### src/rtl/ncq_pkg.sv
// ----------------------------------------------------------------------------
// ncq_pkg: shared types and constants of the nearest codeword quantizer
// Operation and register codes, fixed field widths, controller state and
// the command and status groups between the controller and the datapath.
// ----------------------------------------------------------------------------
package ncq_pkg;

	localparam int INDEX_W      = 8;  // entry_index and nearest_index
	localparam int ACTIVE_W     = 9;  // active_codewords register
	localparam int DIM_CODE_W   = 2;  // dimension_code register
	localparam int CFG_IDX_W    = 1;
	localparam int CFG_DATA_W   = 9;
	localparam int N_COMPONENTS = 8;  // components carried by one item

	localparam logic OP_LOAD  = 1'b0;
	localparam logic OP_QUANT = 1'b1;

	localparam logic [CFG_IDX_W-1:0] CFG_ACTIVE = 1'b0;
	localparam logic [CFG_IDX_W-1:0] CFG_DIM    = 1'b1;

	localparam logic [ACTIVE_W-1:0]   ACTIVE_RST = 9'd256;
	localparam logic [DIM_CODE_W-1:0] DIM_RST    = 2'd0;

	typedef enum logic [1:0] {
		ST_IDLE,
		ST_SEARCH,
		ST_WAIT,
		ST_RESULT
	} ncq_state_t;

	typedef struct packed {
		logic                  wr_en;       // write the item's codeword
		logic                  start;       // capture vector for a search
		logic [DIM_CODE_W-1:0] dim_code;
		logic                  rd_en;       // read one codeword row
		logic                  rd_first;
		logic                  rd_last;
		logic                  load_result; // move best index to output
	} ncq_cmd_t;

	typedef struct packed {
		logic done;                         // last distance compared
	} ncq_stat_t;

endpackage

### src/rtl/ncq_ctrl.sv
// ----------------------------------------------------------------------------
// ncq_ctrl: controller of the nearest codeword quantizer
// Holds the configuration registers, sequences the codebook reads of a
// search and owns the valid flag of the output register.
// ----------------------------------------------------------------------------
module ncq_ctrl import ncq_pkg::*; #(
	parameter int MAX_CODEWORDS = 256
) (
	input  logic                  clk,
	input  logic                  arst_n,
	input  logic                  cfg_we,
	input  logic [CFG_IDX_W-1:0]  cfg_index,
	input  logic [CFG_DATA_W-1:0] cfg_wdata,
	input  logic                  in_valid,
	input  logic                  in_op,
	output logic                  in_ready,
	output logic                  out_valid,
	input  logic                  out_ready,
	output logic [$clog2(MAX_CODEWORDS)-1:0] rd_addr,
	output ncq_cmd_t              cmd,
	input  ncq_stat_t             stat
);

	localparam int IDX_W = $clog2(MAX_CODEWORDS);

	ncq_state_t            state_q, state_d;
	logic [ACTIVE_W-1:0]   active_q;
	logic [DIM_CODE_W-1:0] dim_code_q;
	logic [IDX_W-1:0]      cnt_q, cnt_d;
	logic [IDX_W-1:0]      last_q, last_d;
	logic [IDX_W-1:0]      count_m1;
	logic                  out_valid_q;

	// zero searches slot 0 alone, oversize saturates to the codebook depth
	always_comb begin
		if (active_q == '0) begin
			count_m1 = '0;
		end else if (active_q > ACTIVE_W'(MAX_CODEWORDS)) begin
			count_m1 = IDX_W'(MAX_CODEWORDS - 1);
		end else begin
			count_m1 = IDX_W'(active_q - ACTIVE_W'(1));
		end
	end

	always_ff @(posedge clk or negedge arst_n) begin
		if (!arst_n) begin
			active_q   <= ACTIVE_RST;
			dim_code_q <= DIM_RST;
		end else if (cfg_we) begin
			case (cfg_index)
				CFG_ACTIVE: active_q   <= cfg_wdata[ACTIVE_W-1:0];
				CFG_DIM:    dim_code_q <= cfg_wdata[DIM_CODE_W-1:0];
				default:    ;
			endcase
		end
	end

	always_ff @(posedge clk or negedge arst_n) begin
		if (!arst_n) begin
			state_q     <= ST_IDLE;
			cnt_q       <= '0;
			last_q      <= '0;
			out_valid_q <= 1'b0;
		end else begin
			state_q <= state_d;
			cnt_q   <= cnt_d;
			last_q  <= last_d;
			if (cmd.load_result) begin
				out_valid_q <= 1'b1;
			end else if (out_ready) begin
				out_valid_q <= 1'b0;
			end
		end
	end

	always_comb begin
		state_d         = state_q;
		cnt_d           = cnt_q;
		last_d          = last_q;
		in_ready        = 1'b0;
		cmd             = '0;
		cmd.dim_code    = dim_code_q;
		case (state_q)
			ST_IDLE: begin
				in_ready = 1'b1;
				if (in_valid) begin
					if (in_op == OP_LOAD) begin
						cmd.wr_en = 1'b1;
					end else begin
						cmd.start = 1'b1;
						cnt_d     = '0;
						last_d    = count_m1;
						state_d   = ST_SEARCH;
					end
				end
			end
			ST_SEARCH: begin
				cmd.rd_en    = 1'b1;
				cmd.rd_first = (cnt_q == '0);
				cmd.rd_last  = (cnt_q == last_q);
				cnt_d        = cnt_q + IDX_W'(1);
				if (cmd.rd_last) begin
					state_d = ST_WAIT;
				end
			end
			ST_WAIT: begin
				if (stat.done) begin
					state_d = ST_RESULT;
				end
			end
			ST_RESULT: begin
				// hold the best index until the output register frees up
				if (!out_valid_q || out_ready) begin
					cmd.load_result = 1'b1;
					state_d         = ST_IDLE;
				end
			end
			default: state_d = ST_IDLE;
		endcase
	end

	assign rd_addr   = cnt_q;
	assign out_valid = out_valid_q;

endmodule

### config.mk
export PLATFORM = sky130hd
export DESIGN_NAME = ncq_ctrl
export DESIGN_NICKNAME = d
export VERILOG_FILES = /design/src/rtl/ncq_pkg.sv /design/src/rtl/ncq_ctrl.sv
export SDC_FILE = /design/constraint.sdc
export NUM_CORES = 1
export LEC_CHECK = 0
export BUFFER_PORTS_ARGS = -buffer_cell sky130_fd_sc_hd__buf_2
export CAP_MARGIN = 15
export CORE_MARGIN = 3
export CORE_UTILIZATION = 35
export DETAILED_ROUTE_END_ITERATION = 12
export GPL_TIMING_DRIVEN = 0
export PLACE_DENSITY_LB_ADDON = 0.25
export SYNTH_ARGS = -nofsm -noshare
export SYNTH_HDL_FRONTEND = slang
export SYNTH_SLANG_ARGS = --single-unit
### constraint.sdc
create_clock -name clk -period 4.39 [get_ports clk]
set_clock_uncertainty 0.05 [all_clocks]
set_input_delay 0.439 -clock clk [delete_from_list [all_inputs] [get_ports clk]]
set_output_delay 0.439 -clock clk [all_outputs]
set_load 0.02 [all_outputs]
==> impl.org, run 1 <==
** Outcome
- The flow ran to the end, and the final reports show no timing, DRC or antenna violations.

** Cells and area
- The number of antenna diodes in the final layout is 0.
- Area added between synthesis and finish :: 19.3%
- Registers take around 750 um^2.
- Summing all multi-input logic gate instances after layout gives approximately 800 um^2.
- Of the cells placed in the final design, the portion with a size suffix greater than 1 is 27.8%.
- After filler insertion, the fill cell instance count of the layout stands at 442.
- Post-route non-filler standard cell count :: between 200 and 300
- Final #Nets :: 223

** Floorplanning
- Area enclosed by the die boundary :: between 5000 and 6000 um^2
- Site row count :: 24
- Initial Util :: a little under two fifths
- Std-Cell Core Area :: 4410 um^2
- Number of top-level pins :: 35
- Die Y-Extent :: between 70 and 80 um
- The floorplan step set the die width to roughly 74 um.

** Placement
- IO Port Bufs :: 34
- Number of cells in the design after placement :: ~240
- Routability-driven placement congestion ratio :: between 0.7 and 0.8
- The HPWL after detailed placement is 2310 um.

** Worst setup path
- CP Launch Type :: flip-flop
- Crit-path cells :: inv_1, ha_1, inv_1, nor4_1, and4b_1, buf_2
- Register-to-register path setup slack :: 2.40 ns
- In this design, the critical path's most frequently occurring cell is sky130_fd_sc_hd__inv_1.
- Required time of the critical path :: 3.90 ns
- Maximum single-stage delay on the critical path :: 0.41 ns
- Endpoint kind of the worst setup timing path :: output port
- The kind of cell with the highest combined delay along the critical path is simple AND/OR/NAND/NOR gates.
- Critical path data arrival time :: between 1.5 and 2 ns
- The slowest stage of the critical path is the sky130_fd_sc_hd__dfrtp_1 cell.
- For the worst flop-to-flop path, the logic depth is 6.
- Crit path max fanout :: 6
- The worst register-to-register path ends at state_q[1]$_DFFE_PN0P_.
- Buf+Inv Stages, Crit Path :: 3
- In this run the critical register-to-register path is launched from rd_addr[3]$_DFFE_PN0P_.
- The worst setup path is of the reg -> out kind.

** Logic synthesis
- Top cells by instance count after synthesis :: sky130_fd_sc_hd__dfrtp_1, sky130_fd_sc_hd__nand2_1, sky130_fd_sc_hd__xor2_1
- The synthesized design spends more area on one cell type than any other, namely sky130_fd_sc_hd__dfrtp_1.
- The cell count after synthesis came out at 157.
- Post-synth net total :: 182
- In this run, synthesis produced a sequential element count of 30.
- Post-synth EDFFs :: 0
- Share of async-settable or async-resettable flops after synthesis :: 100%
- After synthesis, flip-flops and latches occupy a little under half of the total area.
- Ranked by total cell area, the synthesized netlist is headed by sky130_fd_sc_hd__dfrtp_1, sky130_fd_sc_hd__xor2_1, sky130_fd_sc_hd__ha_1.
- In this run the biggest area consumer among cell types represents 44.7% of the synthesized area.
- Mapped cell area :: ~1600 um^2
- In this run the mean area of a mapped cell was approximately 10 um^2.
- Yosys warnings :: 0
- sky130_fd_sc_hd__dfrtp_1 is the most common cell in the netlist.
- Ys flop type :: sky130_fd_sc_hd__dfrtp_1
- The number of different library cells used by synthesis comes to 30.

** Clock tree
- TritonCTS built the clock tree.
- Number of gates given a new drive strength after cts :: 0
- Hold repair after CTS inserted 0 buffers.
- Post-CTS setup buffer count :: 0
- Worst-skew pair later-pin latency :: 0.29 ns
- Counting the buffers created by CTS gives 5.
- CTS max path bufs :: 2
- Clock input transition at the sequential cells of the worst setup and hold paths :: roughly 0.070 ns
- Library cell used as clock root buffer :: sky130_fd_sc_hd__clkbuf_8
- Number of sinks handled by clock tree synthesis :: 30
- H-tree lvl count :: 2

** Global route
- Entering global routing, the biggest net connects 31 pins.
- Total routing usage reported by global routing :: roughly 13%
- The first global-routing pass estimated 5120 um of wire.
- Vias in the first global route :: 1,114
- After global routing the overflow that remains totals 0.
- Antenna violations before repair :: 0

** Power
- For this design the static power due to leakage is roughly 1 nW.
- The worst-case IR drop observed on VDD is 0.171 mV.
- Cell internal power dissipation :: around 0.65 mW
- Dividing total power by cell area gives a power density of 538 nW/um^2.
- Net switching is 37.9% of the power.
- Net switching power figure :: 0.395 mW
- Per report_power, the clock group accounts for between 20% and 30% of the total.
- Per report_power, the sequential group accounts for 41.3% of the total.
- Logic pwr share :: 38.7%

** Timing
- At the pin with the least slew margin, the transition time is around 0.65 ns.
- The number of pins exceeding their max-slew limit in the final report is 0.
- Final Cycle Share :: 52.0%
- Headroom to the max-slew limit came out at around 56%.
- Highest clock rate :: 0.438 GHz
- Final critical-path required period :: 2.28 ns
- Setup violations remaining at the end of the flow were counted as 0.
- Number of endpoints with negative hold slack in the final report :: 0
- Setup repair after global routing left no endpoint under its margin.
- Setup tns final :: 0 ns

** Detailed routing
- Detailed routing inserted a total of 1,185 vias.
- After detailed routing, the number of vias per cell comes to 4.74.
- Overall routed net length :: ~3000 um
- Number of violations reported at the end of detailed-routing iteration 0 :: 61
- Post-route antenna net violation count :: 0
- Average routed wire per standard cell :: roughly 12 um
- After detailed routing, the number of remaining DRC violations is 0.
- The pre-antenna-repair detailed-routing pass consisted of 2 iterations.

** Hold path
- Worst hold path class :: in -> async

** Run
- Across the run, the number of max-cap violations was 0.
==> per-stage QoR <==
| stage | setup WS, ns | util [%] | hold WS, ns | power [mW] | area [um^2] |
|---|---|---|---|---|---|
| global placement | 2.41 | 42.1 | 0.434 | 0.842 | 1860 |
| global route | 1.89 | 43.9 | 0.175 | 1.13 | 1940 |
| floorplan | 2.46 | - | 0.0934 | 0.730 | 1620 |
| CTS | 2.07 | 43.9 | 0.142 | 1.06 | 1940 |
| finish | 2.11 | 43.9 | 0.125 | 1.04 | 1940 |
| detailed placement | 2.40 | 42.1 | 0.444 | 0.845 | 1860 |
==> sequential cells by signal, indices dropped and copies added (netlist names) <==
name        cells
out_valid       1
last_q          8
dim_code_q      2
rd_addr         8
state_q         2
active_q        9
==> cells by family after synthesis <==
kind of cell             count (synthesis)  synth area share, %
AO/OA/AOI/OAI                           18                 7.70
XOR/XNOR                                20                 10.8
adder cells (fa/ha/maj)                  8                 6.16
buffers and inverters                   16                 4.62
flip-flops                              30                 46.3
multiplexers                            10                 7.09
AND/OR/NAND/NOR                         55                 17.3
==> worst max-delay path by stage <==
| stage | from | to | slack [ns] | depth (start not counted) |
|---|---|---|---|---|
| 6_report | state_q[1]$_DFFE_PN0P_ | cmd[2] | 2.11 | 6 |
| 5_1_grt | state_q[0]$_DFFE_PN0P_ | cmd[6] | 1.89 | 6 |
| 4_1_cts | state_q[0]$_DFFE_PN0P_ | cmd[6] | 2.07 | 6 |
| 3_5_place_dp | state_q[0]$_DFFE_PN0P_ | cmd[6] | 2.40 | 6 |
| 3_3_place_gp | rd_addr[3]$_DFFE_PN0P_ | state_q[1]$_DFFE_PN0P_ | 2.41 | 6 |
| 2_1_floorplan | rd_addr[3]$_DFFE_PN0P_ | state_q[1]$_DFFE_PN0P_ | 2.46 | 6 |
==> per-layer routing <==
layer	up-vias	wire length, um	part of all wire, %	track usage [%]
li1	617	-	-	-
met1	532	1350	44	15.0
met2	29	1400	46	19.6
met3	7	197	6.5	3.65
met4	0	89	2.9	8.45
met5	-	0	0	0
==> power by group through the flow <==
stage	Sequential [mW]	Combinational (mW)	Clock, mW
3_3_place_gp	0.438	0.403	0
2_1_floorplan	0.440	0.289	0
6_report	0.430	0.404	0.209
3_5_place_dp	0.437	0.408	0
5_1_grt	0.445	0.458	0.230
4_1_cts	0.432	0.410	0.218
==> layout make-up <==
type	instances	share of cell area (%)
clock inverter	2	0.516
buffer	4	1.55
inverter	12	2.32
tap	52	3.36
timing repair buffer	34	8.78
sequential	30	38.8
clock buffer	5	3.55
multi-input combinational	111	41.1
==> cell usage in the layout (no fill, tap or decap), drive strengths merged <==
master  count
and4b       1
clkinv      2
nor4        4
nor3        1
nor4b       2
a21oi       2
xor2       15
nor2b       1
xnor2       5
buf        36
o21ai       7
inv        12
nand2      19
nor2       12
clkbuf      7
or4         1
nand3       3
dfstp       1
dfrtp      29
and2        1
and3        4
a22o        8
a311o       1
nand2b      2
nand4       4
ha          8
mux2i       1
mux2        9
(Power assumes the default switching activity.)
==> run 2: changes to the inputs <==
--- a/config.mk
+++ b/config.mk
@@ -5,6 +5,7 @@
 export SDC_FILE = /design/constraint.sdc
 export NUM_CORES = 1
 export LEC_CHECK = 0
+export ABC_AREA = 1
 export BUFFER_PORTS_ARGS = -buffer_cell sky130_fd_sc_hd__buf_2
 export CAP_MARGIN = 15
 export CORE_MARGIN = 3
==> constraint.sdc (replaced) <==
create_clock -name clk -period 1.87 [get_ports clk]
set_clock_uncertainty 0.05 [all_clocks]
set_input_delay 0.187 -clock clk [delete_from_list [all_inputs] [get_ports clk]]
set_output_delay 0.187 -clock clk [all_outputs]
set_load 0.02 [all_outputs]
==> run 2 against run 1 <==
  * Worst hold slack got worse by 0.042 ns
  * Sequential share of layout area is 4.9 points lower
  * Wire length increased by 17%
  * Cell count grew 37%
  * Total power increased to 2.7 times the previous value
  * Register-to-register slack worse by 2.2 ns
  * Clock power rose to 2.6 times the previous value
  * Sequential power increased by 140%
  * Count of clock-buffer cells in the layout is 2 higher
  * Flip-flop and latch count unchanged
  * Critical path depth unchanged
  * Area after synthesis up 9.9%
  * Critical path type unchanged
==> impl.org, run 2 <==
** Logic synthesis
- The total nets after synthesis came to 252 (was 182).
- The cell count after synthesis was 227 (was 157).
- Top cells by instance count after synthesis :: sky130_fd_sc_hd__nand2_1, sky130_fd_sc_hd__inv_1, sky130_fd_sc_hd__dfrtp_1 (was sky130_fd_sc_hd__dfrtp_1, sky130_fd_sc_hd__nand2_1, sky130_fd_sc_hd__xor2_1)
- The proportion of synthesized chip area in sequential cells came to 42.1% (was 46.3%).
- The primary flip-flop cell chosen by synthesis mapping is sky130_fd_sc_hd__dfrtp_1 (unchanged).
- Synthesized area per cell :: 7.87 um^2 (was 10.3 um^2)
- The library cell with the highest instance count after synthesis is sky130_fd_sc_hd__nand2_1 (was sky130_fd_sc_hd__dfrtp_1).
- Number of distinct standard cells referenced by the synthesized netlist :: 31 (was 30)
- The number of synthesized flops with an enable pin is 0 (unchanged).
- The post-synthesis instance area is 1790 um^2 (was 1620 um^2).
- Area share of the leading cell type in the synthesized netlist :: 40.6% (was 44.7%)
- The async set-or-reset flop fraction in the synthesized netlist is 100% (unchanged).
- Post-synthesis sequential element count :: 30 (unchanged)
- The library cell occupying the most area in the post-synthesis netlist is sky130_fd_sc_hd__dfrtp_1 (unchanged).
- Main area contributors after synthesis :: sky130_fd_sc_hd__dfrtp_1, sky130_fd_sc_hd__nand2_1, sky130_fd_sc_hd__inv_1 (was sky130_fd_sc_hd__dfrtp_1, sky130_fd_sc_hd__xor2_1, sky130_fd_sc_hd__ha_1)
- Yosys warnings :: 0 (unchanged)

** Timing
- The number of pins exceeding their max-slew limit in the final report came to 0 (unchanged).
- The worst setup slack after layout came to 0.0844 ns (was 2.11 ns).
- The pin slew with the least headroom to its limit was 0.651 ns (was 0.654 ns).
- Highest clock rate :: ~0.56 GHz
- The final hold slack is 0.0828 ns (was 0.125 ns).
- The smallest clock period supported by the final layout is computed as around 1.8 ns.
- Max-slew headroom at the worst pin :: 56.6% (was 56.4%)
- The total count of hold-check failures in the final report was 0 (unchanged).
- Final Cycle Share :: 95.5%
- Final setup violation count :: 0 (unchanged)
- Unrepaired setup endpoints after global routing :: true (was false)

** Clock tree
- The clock root buffer was sky130_fd_sc_hd__clkbuf_8 (unchanged).
- The register clock-pin slew on the reported worst setup and hold paths is 0.06 ns (was 0.07 ns).
- Number of sinks handled by clock tree synthesis :: 30 (unchanged)
- Number of buffers created by CTS :: 5 (unchanged)
- CTS max path bufs :: 2 (unchanged)
- H-tree lvl count :: 2 (unchanged)
- The TritonCTS clock tree is done (unchanged).
- The clock latency of the later-clocked register in the worst-skew pair is 0.29 ns (about the same).

** Worst setup path
- The launching element type of the critical path was a flip-flop (unchanged).
- Endpoint kind of the worst setup timing path :: output port (unchanged)
- Worst-path cell with the longest stage delay :: sky130_fd_sc_hd__dfrtp_1 (unchanged)
- The critical path's top delay family was flip-flops (was simple AND/OR/NAND/NOR gates).
- Required time of the critical path :: 1.63 ns (was 3.90 ns)
- The number of buffers and inverters on the critical path is 3 (unchanged).
- The arrival time reported for the critical path endpoint is 1.55 ns (was 1.80 ns).
- Crit Path Category :: reg -> out (unchanged)
- Crit-path cells :: inv_2, ha_4, buf_6, nand4_1, nor4_2, buf_2 (was inv_1, ha_1, inv_1, nor4_1, and4b_1, buf_2)
- The critical path's largest stage delay is 0.42 ns (was 0.41 ns).
- Crit path max fanout :: 8 (was 6)

** Floorplanning
- Die outline width :: 77.4 um (was 74.1 um)
- Number of top-level pins :: 35 (unchanged)
- Initial Util :: 37.1% (was 36.8%)
- The die outline area came to 5990 um^2 (was 5490 um^2).
- The core region area came to 4820 um^2 (was 4410 um^2).
- The die height was 77.4 um (was 74.1 um).
- Site row count :: 25 (was 24)

** Detailed routing
- Via count :: 1,497 (was 1,185)
- Number of violations reported at the end of detailed-routing iteration 0 :: 39 (was 61)
- Average routed wire per standard cell :: 10.3 um (was 12.1 um)
- Via/cell ratio :: 4.38 (was 4.74)
- Overall routed net length :: 3540 um (was 3030 um)
- The number of detailed-routing iterations run before antenna repair is 4 (was 2).
- The number of nets still failing antenna checks after routing was 0 (unchanged).
- The remaining routing DRC violations was 0 (unchanged).

** Run
- Max-cap violation count :: 0 (unchanged)

** Placement
- The number of input and output port buffers inserted was 34 (unchanged).
- The post-DP HPWL was 2730 um (was 2310 um).
- The final weighted congestion in routability-driven placement came to 0.836 (was 0.727).
- The worst slack at placement came to 0.209 ns (was 2.40 ns).

** Global route
- First-pass GRT wire length :: 6100 um (was 5120 um)
- The number of global-route vias before repair was 1,409 (was 1,114).
- The number of antenna violations at the first check in global routing came to 0 (unchanged).
- The maximum number of pins on one net before global-route repair is 31 (unchanged).
- The total track usage was 12.7% (was 12.6%).
- The total congestion overflow after global routing came to 0 (unchanged).

** Power
- Worst VDD drop :: 0.635 mV (was 0.171 mV)
- The leakage component of the power is 1.13 nW (was 1.00 nW).
- Power Dens Cells :: 1290 nW/um^2 (was 538 nW/um^2)

** Cells and area
- Register with the highest flop count :: active_q (unchanged)
- The synthesis-to-layout area growth came to 24.3% (was 19.3%).
- Most common library cell in the layout ignoring fill and taps :: sky130_fd_sc_hd__nand2_1 (was sky130_fd_sc_hd__buf_2)
- Number of fill cells in the layout :: 505 (was 442)
- The final-stage net count was 299 (was 223).
- Commonest cells after routing, fill and taps aside :: sky130_fd_sc_hd__nand2_1, sky130_fd_sc_hd__buf_2, sky130_fd_sc_hd__inv_1, sky130_fd_sc_hd__dfrtp_1, sky130_fd_sc_hd__nor2_1 (was sky130_fd_sc_hd__buf_2, sky130_fd_sc_hd__dfrtp_1, sky130_fd_sc_hd__nand2_1, sky130_fd_sc_hd__xor2_1)
- The number of diodes added for antenna fixing is 0 (unchanged).
- Largest register FFs :: 9 (unchanged)
- The proportion of layout cells with a drive suffix above 1 came to 26.5% (was 27.8%).

** Outcome
- Run status :: finished clean (unchanged)

** Hold path
- The worst min-delay path class is in -> reg (was in -> async).
[run 2: changes by cell type after synthesis, moves of 4 or more]
cell	delta
sky130_fd_sc_hd__o21ai_1	+7
sky130_fd_sc_hd__mux2_2	-7
sky130_fd_sc_hd__a21oi_1	+7
sky130_fd_sc_hd__inv_1	+20
sky130_fd_sc_hd__nand3_1	+4
sky130_fd_sc_hd__and3_1	-4
sky130_fd_sc_hd__nand2_1	+46
sky130_fd_sc_hd__nor2_1	+11
sky130_fd_sc_hd__xor2_1	-10
sky130_fd_sc_hd__a22o_1	-8
[run 2: final timing paths]
path,startpoint,endpoint,slack (ns),cells past startpoint
setup / recovery,state_q[1]$_DFFE_PN0P_,cmd[2],0.08,6
hold / removal,cfg_wdata[3],active_q[3]$_DFFE_PN0P_,0.08,2
setup reg to reg,state_q[0]$_DFFE_PN0P_,rd_addr[7]$_DFFE_PN0P_,0.18,9
hold reg to reg,active_q[0]$_DFFE_PN0P_,active_q[0]$_DFFE_PN0P_,0.44,2
max in group asynchronous,arst_n,active_q[0]$_DFFE_PN0P_,0.94,2
min in group asynchronous,arst_n,rd_addr[4]$_DFFE_PN0P_,0.41,2
[run 2: per-stage QoR]
| stage | power [mW] | area [um^2] | utilization, % | TNS, ns | std cells |
|---|---|---|---|---|---|
| after global routing | 3.11 | 2220 | 46.1 | -0.0312 | 342 |
| after detailed placement | 2.21 | 2050 | 42.5 | 0 | 328 |
| final | 2.85 | 2220 | 46.1 | 0 | 342 |
| after CTS | 2.79 | 2150 | 44.6 | -0.000785 | 337 |
| after floorplan | 1.90 | 1790 | - | 0 | 227 |
| after global placement | 2.18 | 2050 | 42.5 | 0 | 328 |
[run 2: area by class of cell]
class | instances | area [um^2] | area share (%)
sequential | 30 | 752 | 33.9
timing repair buffer | 40 | 220 | 9.92
inverter | 34 | 128 | 5.75
multi-input combinational | 160 | 913 | 41.1
clock buffer | 7 | 86.3 | 3.89
tap | 67 | 83.8 | 3.78
buffer | 3 | 31.3 | 1.41
clock inverter | 1 | 5.00 | 0.225
[run 2: what timing repair did]
action                                  4_1_cts  5_1_grt
endpoints found under the setup margin        1        2
pin swaps                                     0        2
hold buffers                                  1        0
gates resized for setup                       1        8
buffers inserted                              0        5
hold endpoints to repair                     29        0
[run 2: per-layer routing]
metal / up-vias / routed length (um) / global-route usage (%) / share of wire [%]
met5: - / 0 / 0 / 0
met4: 0 / 46 / 4.80 / 1.3
met3: 6 / 162 / 4.52 / 4.6
met2: 27 / 1680 / 20.8 / 48
met1: 663 / 1650 / 15.4 / 47
li1: 801 / - / - / -
[run 2: logic make-up after synthesis]
logic type,synth area share [%]
compound gates,10.5
simple gates,28.2
mux,0.631
buf+inv,8.48
flops,42.1
xor+xnor,4.41
fa+ha+maj,5.61
[run 2: power by group]
group / switching (mW) / internal [mW]
sequential: 0.182 / 0.845
combinational: 0.755 / 0.528
clock: 0.248 / 0.296
total: 1.18 / 1.67
==> run 3: changes to the inputs <==
--- a/config.mk
+++ b/config.mk
@@ -6,7 +6,7 @@
 export NUM_CORES = 1
 export LEC_CHECK = 0
 export ABC_AREA = 1
-export BUFFER_PORTS_ARGS = -buffer_cell sky130_fd_sc_hd__buf_2
+export BUFFER_PORTS_ARGS = -buffer_cell sky130_fd_sc_hd__buf_4
 export CAP_MARGIN = 15
 export CORE_MARGIN = 3
 export CORE_UTILIZATION = 35
==> run 3 against run 2 <==
  * Total power is 2.5% higher
  * Register-to-register slack better by 0.02 ns
  * Setup slack better by 0.030 ns
  * Clock power is 6.2% lower
  * Worst hold slack lost 0.0082 ns
  * Flip-flop and latch count unchanged
  * Die area stayed put
  * Core utilization grew 1.7 points
  * First-iteration DRC count rose by 2.6%
==> impl.org, run 3 (synthesis results as in run 2) <==
** Power
- The maximum vdd drop came to 0.472 mV (was 0.635 mV).
- Leak pwr :: 1.15 nW (was 1.13 nW)
- The total power divided by cell area came to 1270 nW/um^2 (was 1290 nW/um^2).
- Total power :: 2.93 mW (was 2.85 mW)

** Cells and area
- Number of fill cells in the layout :: 500 (was 505)
- The flip-flop count of the largest register after layout came to 9 (unchanged).
- Diodes inserted :: 0 (unchanged)
- The proportion of layout cells with a drive suffix above 1 came to 26.4% (was 26.5%).
- The final-stage net count was 300 (was 299).
- Register with the highest flop count :: active_q (unchanged)
- Area added between synthesis and finish :: 28.8% (was 24.3%)
- The post-layout instance area was 2300 um^2 (was 2220 um^2).
- Most common library cell in the layout ignoring fill and taps :: sky130_fd_sc_hd__nand2_1 (unchanged)
- Commonest cells after routing, fill and taps aside: sky130_fd_sc_hd__nand2_1, sky130_fd_sc_hd__buf_4, sky130_fd_sc_hd__inv_1, sky130_fd_sc_hd__dfrtp_1, sky130_fd_sc_hd__nor2_1 (was sky130_fd_sc_hd__nand2_1, sky130_fd_sc_hd__buf_2, sky130_fd_sc_hd__inv_1, sky130_fd_sc_hd__dfrtp_1, sky130_fd_sc_hd__nor2_1).

** Floorplanning
- Number of top-level pins :: 35 (unchanged)
- Initial Util :: 37.1% (unchanged)
- The die height was 77.4 um (unchanged).
- The core region area was 4820 um^2 (unchanged).
- The die outline area came to 5990 um^2 (unchanged).
- The number of rows in the core area was 25 (unchanged).
- Die outline width :: 77.4 um (unchanged)

** Detailed routing
- The total via count after detailed routing came to 1,499 (was 1,497).
- The per-cell via count in the routed design came to 4.37 (was 4.38).
- The DRC marker count from the first detailed-route iteration is 40 (was 39).
- Number of optimization iterations in the first detailed-route pass :: 6 (was 4)
- Post-route antenna net violation count :: 0 (unchanged)
- The total wire length came to 3720 um (was 3540 um).
- The detailed-route wire length per cell is 10.8 um (was 10.3 um).
- The remaining routing DRC violations came to 0 (unchanged).

** Worst setup path
- Setup crit start :: state_q[1]$_DFFE_PN0P_ (unchanged)
- Crit Path Category :: reg -> out (unchanged)
- The kind of end point of the critical path was an output port (unchanged).
- Required time of the critical path :: 1.63 ns (about the same)
- Crit path max fanout :: 10 (was 8)
- CP Launch Type :: flip-flop (unchanged)
- Origin of the critical flop-to-flop path :: state_q[1]$_DFFE_PN0P_ (was state_q[0]$_DFFE_PN0P_)
- The arrival time reported for the critical path endpoint was 1.52 ns (was 1.55 ns).

** Timing
- Highest clock rate :: 0.570 GHz (was 0.560 GHz)
- Setup tns final :: 0 ns (unchanged)
- Number of endpoints with negative hold slack in the final report :: 0 (unchanged)
- The final count of negative-setup-slack endpoints came to 0 (unchanged).
- Unrepaired setup endpoints after global routing :: true (unchanged)
- Final critical-path required period :: 1.76 ns (was 1.79 ns)
- The number of pins exceeding their max-slew limit in the final report came to 0 (unchanged).
- The pin slew with the least headroom to its limit was 0.379 ns (was 0.651 ns).
- Max-slew headroom at the worst pin :: 74.8% (was 56.6%)
- Final Cycle Share :: 93.9% (was 95.5%)

** Clock tree
- The number of sinks handled by clock tree synthesis came to 30 (unchanged).
- The CTS buffer count is 5 (unchanged).
- H-tree lvl count :: 2 (unchanged)
- Clock input transition at the sequential cells of the worst setup and hold paths :: 0.07 ns (was 0.06 ns)
- Clock tree from TritonCTS :: done (unchanged)
- Library cell used as clock root buffer :: sky130_fd_sc_hd__clkbuf_8 (unchanged)
- The maximum buffer depth of the clock tree came to 2 (unchanged).
- Worst-skew pair later-pin latency :: 0.29 ns (about the same)

** Placement
- The post-DP HPWL is 2710 um (was 2730 um).
- Routability-driven placement congestion ratio :: 0.856 (was 0.836)
- IO Port Bufs :: 34 (unchanged)
- The placed cell area came to 2130 um^2 (was 2050 um^2).

** Outcome
- Run status :: finished clean (unchanged)

** Global route
- The total track usage was 13.2% (was 12.7%).
- Antenna violations before repair :: 0 (unchanged)
- Vias in the first global route :: 1,400 (was 1,409)
- The maximum number of pins on one net before global-route repair came to 31 (unchanged).
- The wire length of the first global-routing pass came to 6200 um (was 6100 um).
- GR Overflow Total :: 0 (unchanged)

** Hold path
- Worst hold path class :: in -> reg (unchanged)
- The worst hold path startpoint is cfg_wdata[3] (unchanged).

** Run
- The number of maximum-capacitance constraint violations is 0 (unchanged).
[run 3: changes by cell type in the layout (fill, tap and decap cells not counted), sizes merged]
cell    delta
clkbuf     +1
clkinv     -1
buf        +1
[run 3: path summary, 6_finish.rpt]
path,end,slack [ns],cells after the start
worst max-delay path,cmd[6],0.11,7
worst min-delay path,active_q[3]$_DFFE_PN0P_,0.07,2
worst max register to register,rd_addr[6]$_DFFE_PN0P_,0.20,9
worst min register to register,active_q[1]$_DFFE_PN0P_,0.44,2
max in group asynchronous,active_q[8]$_DFFE_PN1P_,1.14,2
min in group asynchronous,last_q[2]$_DFFE_PN0P_,0.31,2
[run 3: metal layers]
layer / track usage, % / share of wire (%) / wire length (um) / up-vias
met5: 0 / 0 / 0 / -
met3: 5.10 / 4.8 / 180 / 7
met2: 21.8 / 47 / 1750 / 39
met1: 15.2 / 46 / 1700 / 649
met4: 5.87 / 2.2 / 82 / 0
li1: - / - / - / 804
[run 3: power by group]
part	switching (mW)	internal [mW]	total [mW]
clock	0.246	0.264	0.510
combinational	0.777	0.606	1.38
sequential	0.185	0.848	1.03
[run 3: critical path, cell delays in order, from the launching register on]
cell and delay [ns]:
sky130_fd_sc_hd__dfrtp_1 0.40, sky130_fd_sc_hd__inv_2 0.09, sky130_fd_sc_hd__buf_4 0.11, sky130_fd_sc_hd__ha_4 0.15
sky130_fd_sc_hd__nand3_4 0.09, sky130_fd_sc_hd__buf_8 0.15, sky130_fd_sc_hd__inv_1 0.09, sky130_fd_sc_hd__buf_4 0.15
[run 3: layout make-up]
cell class	instances	area (um^2)	share of cell area (%)
buffer	3	31.3	1.36
multi-input combinational	160	913	39.7
timing repair buffer	41	310	13.5
inverter	34	128	5.55
sequential	30	753	32.8
clock buffer	8	80.1	3.48
tap	67	83.8	3.65
[run 3: timing repair]
item | CTS | global route
buffers inserted | 0 | 6
setup endpoints to repair | 1 | 2
pin swaps | 0 | 2
resized for setup | 1 | 8
endpoints found under the hold margin | 29 | 0
hold buffers | 1 | 0
gates cloned | 0 | 0
[run 3: metrics by stage]
step / setup slack, ns / hold WS (ns) / std cells / util (%)
floorplan: 0.202 / -0.159 / 227 / -
global placement: 0.256 / 0.0880 / 328 / 44.2
detailed placement: 0.239 / 0.0910 / 328 / 44.2
CTS: 0.0361 / 0.0675 / 337 / 46.2
global route: -0.0158 / 0.0788 / 343 / 47.7
finish: 0.114 / 0.0746 / 343 / 47.7
